==> config.mk <==
export PLATFORM = sky130hd
export DESIGN_NAME = life_automaton_row_step
export DESIGN_NICKNAME = d
export VERILOG_FILES = /design/src/hdl/life_pkg.sv /design/src/hdl/life_csr.sv /design/src/hdl/life_rule_eval.sv /design/src/hdl/life_rsp_fifo.sv /design/src/hdl/life_automaton_row_step.sv
export SDC_FILE = /design/constraint.sdc
export NUM_CORES = 2
export LEC_CHECK = 0
export BUFFER_PORTS_ARGS = -buffer_cell sky130_fd_sc_hd__buf_2
export CORE_MARGIN = 2
export CORE_UTILIZATION = 56
export CTS_CLUSTER_SIZE = 28
export DETAILED_ROUTE_END_ITERATION = 8
export PLACE_DENSITY = 0.7
export REMOVE_ABC_BUFFERS = 1
export SLEW_MARGIN = 20
export SYNTH_ARGS = -nofsm -noshare
export SYNTH_HDL_FRONTEND = slang
export SYNTH_SLANG_ARGS = --single-unit
==> constraint.sdc <==
create_clock -name clock -period 6.1 [get_ports clock]
set_input_delay 0.61 -clock clock [delete_from_list [all_inputs] [get_ports clock]]
set_output_delay 0.61 -clock clock [all_outputs]
set_load 0.02 [all_outputs]
==> src/hdl/life_pkg.sv <==
// Shared types and constants for the Life row-step automaton.
package life_pkg;

   localparam int ROW_BITS   = 64;
   localparam int RULE_W     = 4;
   localparam int WIDTH_W    = 7;
   localparam int CSR_ADDR_W = 5;
   localparam int CSR_DATA_W = 32;

   // Neighbor-count limits of the survival and birth rules.
   typedef struct packed {
      logic [RULE_W-1:0] survive_min;
      logic [RULE_W-1:0] survive_max;
      logic [RULE_W-1:0] birth_min;
      logic [RULE_W-1:0] birth_max;
   } life_rule_type;

   // One queued result transaction.
   typedef struct packed {
      logic [ROW_BITS-1:0] next_row;
      logic                last_of_frame;
   } life_rsp_type;

endpackage

==> src/hdl/life_csr.sv <==
// Configuration registers for the Life row-step automaton, APB-style access.
module life_csr (
   input  logic                              clock,
   input  logic                              reset,
   input  logic                              psel,
   input  logic                              penable,
   input  logic                              pwrite,
   input  logic [life_pkg::CSR_ADDR_W-1:0]   paddr,
   input  logic [life_pkg::CSR_DATA_W-1:0]   pwdata,
   output logic [life_pkg::CSR_DATA_W-1:0]   prdata,
   output logic                              pready,
   output life_pkg::life_rule_type           rule,
   output logic [life_pkg::WIDTH_W-1:0]      active_width
);
   import life_pkg::*;

   localparam logic [2:0] REG_SURVIVE_MIN  = 3'd0;
   localparam logic [2:0] REG_SURVIVE_MAX  = 3'd1;
   localparam logic [2:0] REG_BIRTH_MIN    = 3'd2;
   localparam logic [2:0] REG_BIRTH_MAX    = 3'd3;
   localparam logic [2:0] REG_ACTIVE_WIDTH = 3'd4;

   life_rule_type       rule_ff, rule_in;
   logic [WIDTH_W-1:0]  width_ff, width_in;
   logic [2:0]          reg_index;
   logic                wr_en;

   assign reg_index = paddr[4:2];
   assign wr_en     = psel & penable & pwrite;
   assign pready    = 1'b1;

   always_comb begin
      rule_in  = rule_ff;
      width_in = width_ff;
      if (wr_en) begin
         unique case (reg_index)
            REG_SURVIVE_MIN:  rule_in.survive_min = pwdata[RULE_W-1:0];
            REG_SURVIVE_MAX:  rule_in.survive_max = pwdata[RULE_W-1:0];
            REG_BIRTH_MIN:    rule_in.birth_min   = pwdata[RULE_W-1:0];
            REG_BIRTH_MAX:    rule_in.birth_max   = pwdata[RULE_W-1:0];
            REG_ACTIVE_WIDTH: width_in            = pwdata[WIDTH_W-1:0];
            default: ;
         endcase
      end
   end

   always_comb begin
      unique case (reg_index)
         REG_SURVIVE_MIN:  prdata = CSR_DATA_W'(rule_ff.survive_min);
         REG_SURVIVE_MAX:  prdata = CSR_DATA_W'(rule_ff.survive_max);
         REG_BIRTH_MIN:    prdata = CSR_DATA_W'(rule_ff.birth_min);
         REG_BIRTH_MAX:    prdata = CSR_DATA_W'(rule_ff.birth_max);
         REG_ACTIVE_WIDTH: prdata = CSR_DATA_W'(width_ff);
         default:          prdata = '0;
      endcase
   end

   // Reset to the classic B3/S23 rule over the full row.
   always_ff @(posedge clock) begin
      if (reset) begin
         rule_ff.survive_min <= RULE_W'(2);
         rule_ff.survive_max <= RULE_W'(3);
         rule_ff.birth_min   <= RULE_W'(3);
         rule_ff.birth_max   <= RULE_W'(3);
         width_ff            <= WIDTH_W'(64);
      end else begin
         rule_ff  <= rule_in;
         width_ff <= width_in;
      end
   end

   assign rule         = rule_ff;
   assign active_width = width_ff;

endmodule

==> src/hdl/life_rule_eval.sv <==
// Next-generation evaluation of one row from its upper and lower neighbor rows.
module life_rule_eval #(
   parameter int CELLS = 64
) (
   input  logic [CELLS-1:0]        above_row,
   input  logic [CELLS-1:0]        here_row,
   input  logic [CELLS-1:0]        below_row,
   input  logic [CELLS-1:0]        mask,
   input  life_pkg::life_rule_type rule,
   output logic [CELLS-1:0]        next_cells
);
   import life_pkg::*;

   // Padded with a dead cell at each end so edge cells see dead neighbors.
   logic [CELLS+1:0] above_pad;
   logic [CELLS+1:0] here_pad;
   logic [CELLS+1:0] below_pad;

   assign above_pad = {1'b0, above_row & mask, 1'b0};
   assign here_pad  = {1'b0, here_row & mask, 1'b0};
   assign below_pad = {1'b0, below_row & mask, 1'b0};

   for (genvar c = 0; c < CELLS; c++) begin : g_cell
      logic [RULE_W-1:0] count;
      logic              lives;

      assign count = RULE_W'(above_pad[c]) + RULE_W'(above_pad[c+1])
                   + RULE_W'(above_pad[c+2]) + RULE_W'(here_pad[c])
                   + RULE_W'(here_pad[c+2]) + RULE_W'(below_pad[c])
                   + RULE_W'(below_pad[c+1]) + RULE_W'(below_pad[c+2]);

      assign lives = here_pad[c+1]
                   ? (count >= rule.survive_min) && (count <= rule.survive_max)
                   : (count >= rule.birth_min) && (count <= rule.birth_max);

      assign next_cells[c] = lives & mask[c];
   end

endmodule

==> src/hdl/life_rsp_fifo.sv <==
// Four-entry result queue taking up to two results per cycle, one out per cycle.
module life_rsp_fifo (
   input  logic                   clock,
   input  logic                   reset,
   input  logic                   push0,
   input  logic                   push1,
   input  life_pkg::life_rsp_type data0,
   input  life_pkg::life_rsp_type data1,
   input  logic                   pop,
   output logic                   room2,
   output logic                   not_empty,
   output life_pkg::life_rsp_type head
);
   import life_pkg::*;

   localparam int DEPTH = 4;
   localparam int PTR_W = $clog2(DEPTH);
   localparam int CNT_W = $clog2(DEPTH + 1);

   life_rsp_type       entry_ff [DEPTH];
   logic [PTR_W-1:0]   wr_ptr_ff, wr_ptr_in;
   logic [PTR_W-1:0]   rd_ptr_ff, rd_ptr_in;
   logic [CNT_W-1:0]   count_ff, count_in;
   logic [PTR_W-1:0]   wr_ptr_next;
   logic [CNT_W-1:0]   push_cnt;
   logic               pop_ok;

   assign pop_ok      = pop & (count_ff != '0);
   assign wr_ptr_next = wr_ptr_ff + PTR_W'(1);
   assign push_cnt    = CNT_W'(push0) + CNT_W'(push1);

   always_comb begin
      wr_ptr_in = wr_ptr_ff + PTR_W'(push_cnt);
      rd_ptr_in = rd_ptr_ff + PTR_W'(pop_ok);
      count_in  = count_ff + push_cnt - CNT_W'(pop_ok);
   end

   always_ff @(posedge clock) begin
      if (reset) begin
         wr_ptr_ff <= '0;
         rd_ptr_ff <= '0;
         count_ff  <= '0;
      end else begin
         wr_ptr_ff <= wr_ptr_in;
         rd_ptr_ff <= rd_ptr_in;
         count_ff  <= count_in;
      end
   end

   always_ff @(posedge clock) begin
      if (push0) begin
         entry_ff[wr_ptr_ff] <= data0;
      end
      if (push1) begin
         entry_ff[wr_ptr_next] <= data1;
      end
   end

   // Room check ignores a same-cycle pop to keep the stall path short.
   assign room2     = count_ff <= CNT_W'(DEPTH - 2);
   assign not_empty = count_ff != '0;
   assign head      = entry_ff[rd_ptr_ff];

endmodule

==> src/hdl/life_automaton_row_step.sv <==
// Top level of the Life row-step automaton: input register, row store and result queue.
//
// Rows of one grid stream in on the req_ channel, one transaction per row, bit i
// being column i. The row marked req_frame_end closes the grid. The rsp_ channel
// returns the next generation one row behind the input: a first row that is not
// closing gives no result, each later row the previous row's result, and the
// closing row gives the pending row's, if any, then its own, marked rsp_last_of_frame.
// A row is taken into the input register and evaluated against the two stored rows
// once the queue has room for two results; its results are written into the queue
// and offered on rsp_ from the head of the queue. One row is accepted
// every cycle while the receiver keeps up; a closing row with a pending row
// puts two results in the queue, which drain at one per cycle.
// When rsp_stall is held, the four-entry result queue fills and req_stall rises
// once fewer than two entries are free; nothing is lost.
// Reset empties the row store, the input register and the queue, and loads the
// B3/S23 rule with all columns active. Rule and width registers sit on the APB port;
// the user must write them only while no row is in flight; the block does not check.
module life_automaton_row_step #(
   parameter int ROW_CELLS = 64
) (
   input  logic                              clock,
   input  logic                              reset,
   input  logic                              req_valid,
   output logic                              req_stall,
   input  logic [life_pkg::ROW_BITS-1:0]     req_row_cells,
   input  logic                              req_frame_end,
   output logic                              rsp_valid,
   input  logic                              rsp_stall,
   output logic [life_pkg::ROW_BITS-1:0]     rsp_next_row,
   output logic                              rsp_last_of_frame,
   input  logic                              psel,
   input  logic                              penable,
   input  logic                              pwrite,
   input  logic [life_pkg::CSR_ADDR_W-1:0]   paddr,
   input  logic [life_pkg::CSR_DATA_W-1:0]   pwdata,
   output logic [life_pkg::CSR_DATA_W-1:0]   prdata,
   output logic                              pready
);
   import life_pkg::*;

   life_rule_type         rule;
   logic [WIDTH_W-1:0]    active_width;
   logic [ROW_CELLS-1:0]  mask;

   logic                  in_vld_ff, in_vld_in;
   logic [ROW_CELLS-1:0]  in_row_ff, in_row_in;
   logic                  in_last_ff, in_last_in;

   logic [ROW_CELLS-1:0]  upper_ff, upper_in;
   logic [ROW_CELLS-1:0]  middle_ff, middle_in;
   logic                  mid_vld_ff, mid_vld_in;

   logic [ROW_CELLS-1:0]  row_masked;
   logic [ROW_CELLS-1:0]  pend_cells;
   logic [ROW_CELLS-1:0]  last_cells;
   logic [ROW_CELLS-1:0]  dead_row;
   logic [ROW_BITS-1:0]   pend_wide;
   logic [ROW_BITS-1:0]   last_wide;

   logic                  accept;
   logic                  fire;
   logic                  room2;
   logic                  rsp_pop;
   logic                  push0;
   logic                  push1;
   life_rsp_type          data0;
   life_rsp_type          data1;
   life_rsp_type          head;

   life_csr u_csr (
      .clock        (clock),
      .reset        (reset),
      .psel         (psel),
      .penable      (penable),
      .pwrite       (pwrite),
      .paddr        (paddr),
      .pwdata       (pwdata),
      .prdata       (prdata),
      .pready       (pready),
      .rule         (rule),
      .active_width (active_width)
   );

   // Columns at or beyond the active width are dead; widths past the row saturate.
   for (genvar i = 0; i < ROW_CELLS; i++) begin : g_mask
      assign mask[i] = WIDTH_W'(i) < active_width;
   end

   assign dead_row   = '0;
   assign row_masked = in_row_ff & mask;

   assign fire      = in_vld_ff & room2;
   assign req_stall = in_vld_ff & ~room2;
   assign accept    = req_valid & ~req_stall;

   always_comb begin
      in_vld_in  = in_vld_ff;
      in_row_in  = in_row_ff;
      in_last_in = in_last_ff;
      if (accept) begin
         in_vld_in  = 1'b1;
         in_row_in  = req_row_cells[ROW_CELLS-1:0];
         in_last_in = req_frame_end;
      end else if (fire) begin
         in_vld_in = 1'b0;
      end
   end

   // The middle row is kept at zero whenever no row is pending, so it serves
   // directly as the upper neighbor of the current row.
   always_comb begin
      upper_in   = upper_ff;
      middle_in  = middle_ff;
      mid_vld_in = mid_vld_ff;
      if (fire) begin
         if (in_last_ff) begin
            upper_in   = '0;
            middle_in  = '0;
            mid_vld_in = 1'b0;
         end else begin
            upper_in   = middle_ff;
            middle_in  = row_masked;
            mid_vld_in = 1'b1;
         end
      end
   end

   always_ff @(posedge clock) begin
      if (reset) begin
         in_vld_ff  <= 1'b0;
         upper_ff   <= '0;
         middle_ff  <= '0;
         mid_vld_ff <= 1'b0;
      end else begin
         in_vld_ff  <= in_vld_in;
         upper_ff   <= upper_in;
         middle_ff  <= middle_in;
         mid_vld_ff <= mid_vld_in;
      end
   end

   always_ff @(posedge clock) begin
      in_row_ff  <= in_row_in;
      in_last_ff <= in_last_in;
   end

   life_rule_eval #(
      .CELLS (ROW_CELLS)
   ) u_eval_pend (
      .above_row  (upper_ff),
      .here_row   (middle_ff),
      .below_row  (row_masked),
      .mask       (mask),
      .rule       (rule),
      .next_cells (pend_cells)
   );

   life_rule_eval #(
      .CELLS (ROW_CELLS)
   ) u_eval_last (
      .above_row  (middle_ff),
      .here_row   (row_masked),
      .below_row  (dead_row),
      .mask       (mask),
      .rule       (rule),
      .next_cells (last_cells)
   );

   always_comb begin
      pend_wide                = '0;
      pend_wide[ROW_CELLS-1:0] = pend_cells;
      last_wide                = '0;
      last_wide[ROW_CELLS-1:0] = last_cells;
   end

   // The pending row's result, when present, goes ahead of the closing row's.
   always_comb begin
      push0               = fire & (mid_vld_ff | in_last_ff);
      push1               = fire & mid_vld_ff & in_last_ff;
      data1.next_row      = last_wide;
      data1.last_of_frame = 1'b1;
      if (mid_vld_ff) begin
         data0.next_row      = pend_wide;
         data0.last_of_frame = 1'b0;
      end else begin
         data0 = data1;
      end
   end

   assign rsp_pop = rsp_valid & ~rsp_stall;

   life_rsp_fifo u_rsp_fifo (
      .clock     (clock),
      .reset     (reset),
      .push0     (push0),
      .push1     (push1),
      .data0     (data0),
      .data1     (data1),
      .pop       (rsp_pop),
      .room2     (room2),
      .not_empty (rsp_valid),
      .head      (head)
   );

   assign rsp_next_row      = head.next_row;
   assign rsp_last_of_frame = head.last_of_frame;

endmodule

==> flow_summary.ini <==
[layout]
layout_commonest_cell = ha_1
fin_nets = 11300
fill_cells = 11500
final_layout_size_suffix_gt1_share_pct = 7.25
most-common-layout-cells = 2090 x ha_1, 1232 x inv_1, 613 x a21oi_1
final_cells = 10600
multiInputGateArea_sq_um = 58400
seqCellArea_sq_um = 13000
area_growth_pct = 8.26

[sta]
finalHoldViolCount = 0
slew_violations = 0
fmax_mhz = 169
relSlewSlack_pct = 22.1
fin_skew_ns = 0.0416
tightest_slew_ns = 1.17
tns_ns = 0
final-setup-viol-count = 0
min_period_ns = 5.93
min_period_over_period_pct = 97.2
rsz0062_at_grt = no
holdWs_ns = 0.0587

[pwr]
p_per_area_nw_per_um2 = 206
peakVddDrop_mv = 0.211
p_leak_nw = 41.3

[clocking]
clock_path_buffers = 3
htreeDepth = 3
cts_buffers = 68
insertion_delay_ns = 0.72
clkSlewWorstSetupHoldPaths_ns = 0.06
cts_tree = done
cts_num_sinks = 485
cts_root_buf = clkbuf_16

[placed_design]
io_buffers = 155
hpwl_mm = 182
gp_congestion = 0.967
post-place-cells = 10500

[global_routing]
grt_max_degree = 83
grt_pass1_vias = 69000
track_usage_pct = 37.2
grt_first_pass_wirelength_mm = 402
antenna_found_initial = 13
grt_overflow = 0

[routing]
num_vias = 68700
post_drt_wl_per_cell_um = 24.8
drc_errors = 0
drt_iter0_drc = 6790
antenna_left = 0
viasPerCell = 6.46
finalWirelength_mm = 264
dr.pass1.iters = 8

[setup_path]
cp.arrival_ns = 6.44
crit_fanout = 11
cp.required_ns = 6.61
critPathMostFrequentCell = inv_1
endpoint_kind = register
cp_cell_sequence = buf_4 -> or3_1 -> nand3_1 -> nand2_1 -> nand2_1 -> xor2_1 -> xnor2_1 -> ha_1 -> inv_1 -> fa_1 -> inv_1 -> fa_1 -> inv_1 -> fa_1 -> inv_1 -> ha_1 -> nor2b_1 -> o211ai_1 -> a21oi_1 -> o31ai_1 -> nand3_1 -> o22ai_1
cp-start-kind = register
rr_worst_depth = 22
slowest_stage = or3_1
crit_path_max_incr_delay_ns = 0.54
worstSetupPathType = register to register

[synthesis]
synth_edf_count = 321
avgSynthCellArea_sq_um = 8.98
synth_cell_types = 91
seq_area_frac_synth_pct = 16.8
ys.warnings.count = 0
synth_seq_cells = 485
async_flop_share_pct = 0
syn_area_sq_um = 76700
netlist_instances = 8545
synthFlopType = edfxtp_1

[floorplan]
dieHeight_um = 374
dieArea_sq_um = 140000
boundaryPins = 209
start_util_pct = 56.5
rows = 135
coreArea_sq_um = 136000
die_w_um = 374

[worst_hold_path]
hold_class = input port to register
hold-path-cell-count = 1

[flow_run]
max_cap_viol_count = 0

[run_status]
status = complete, no violations
worst paths after layout:
check                                to  slack (ns)                  start
max reg2reg  u_rsp_fifo.entry_ff[2][41]        0.17  u_csr.active_width[1]
max          u_rsp_fifo.entry_ff[2][41]        0.17  u_csr.active_width[1]
min reg2reg                 upper_ff[0]        0.45            upper_ff[0]
min                       in_row_ff[31]        0.06      req_row_cells[31]
Yosys cell counts (65+ instances only):
| library cell | n | share of area, % |
|---|---|---|
| ha_1 | 2090 | 34 |
| inv_1 | 1244 | 6.1 |
| a21oi_1 | 614 | 4.0 |
| o21ai_0 | 534 | 3.5 |
| nand2_1 | 409 | 2.0 |
| fa_1 | 329 | 8.6 |
| edfxtp_1 | 321 | 13 |
| nor2_1 | 317 | 1.6 |
| o22ai_1 | 250 | 2.0 |
| nor2b_1 | 229 | 1.9 |
| nand2b_1 | 221 | 1.8 |
| dfxtp_1 | 164 | 4.3 |
| nor3_1 | 161 | 1.1 |
| nand3_1 | 160 | 1.0 |
| a21o_1 | 146 | 1.4 |
| clkbuf_1 | 141 | 0.69 |
| xnor2_1 | 141 | 1.6 |
| a31oi_1 | 93 | 0.76 |
| o21bai_1 | 86 | 0.84 |
| nand4_1 | 77 | 0.63 |
| mux4_2 | 66 | 1.9 |
| nand3b_1 | 65 | 0.64 |
timing repair:
action	4_1_cts	5_1_grt
gates resized for setup	0	10
endpoints found under the hold margin	0	0
buffers inserted	0	1
hold buffers	0	0
setup endpoints to repair	0	101
logic make-up (layout without fill, tap and decap cells):
group                    after synthesis  count (layout)  share of synthesized area (%)
adder cells (fa/ha/maj)             2419            2419                           42.7
AO/OA/AOI/OAI                       2126            2126                           16.8
AND/OR/NAND/NOR                     1793            1793                           12.2
buffers and inverters               1464            1738                           7.36
flip-flops                           485             485                           16.8
XOR/XNOR                             167             167                           1.92
multiplexers                          89              89                           2.24
other                                  2              29                        0.00979
per-stage QoR:
stage               util (%)  setup slack (ns)  instance area [sq um]  power [mW]
floorplan                  -             0.353                  75900        10.5
global placement        59.6             0.268                  80900        12.4
detailed placement      59.6            0.0856                  80900        13.0
CTS                     61.1            0.0924                  83000        17.1
global route            61.2          0.000294                  83100        18.6
finish                  61.2             0.170                  83100        17.1
registers in the layout (all words and copies together) (netlist names):
signal and count:
middle_ff 64, in_row_ff 64, u_rsp_fifo.count_ff 3, in_last_ff 1
u_rsp_fifo.wr_ptr_ff 2, mid_vld_ff 1, u_csr.rule 16, u_rsp_fifo.rd_ptr_ff 2
in_vld_ff 1, u_csr.active_width 7, u_rsp_fifo.entry_ff 260, upper_ff 64
cell type report:
class                      count  area share [%]
sequential                   485            15.6
antenna                        3         0.00904
multi-input combinational   6620            70.3
clock buffer                  81            2.14
timing repair buffer         369            3.10
tap                         1781            2.68
clock inverter                42           0.435
inverter                    1246            5.69
layer usage:
metal  wire, um  GRT usage, %
met5         55             0
met4      17300          21.8
met3      26900          7.13
met2     116000          58.5
met1     104000          47.5
where the power goes:
| group | total, mW | internal (mW) | switching, mW | leakage, nW |
|---|---|---|---|---|
| registers | 3.90 | 3.66 | 0.238 | 4.47 |
| clock network | 4.04 | 2.23 | 1.81 | 1.03 |
| logic | 9.21 | 3.82 | 5.39 | 35.8 |
| total | 17.1 | 9.71 | 7.44 | 41.3 |
critical path: cells and delay by family (launching register included):
family | cells | cell delay, ns
flops | 1 | 0.40
buf+inv | 5 | 0.55
compound gates | 4 | 0.78
simple gates | 6 | 1.66
fa+ha+maj | 5 | 1.87
xor+xnor | 2 | 0.47
Power figures use the tool's default switching activity.
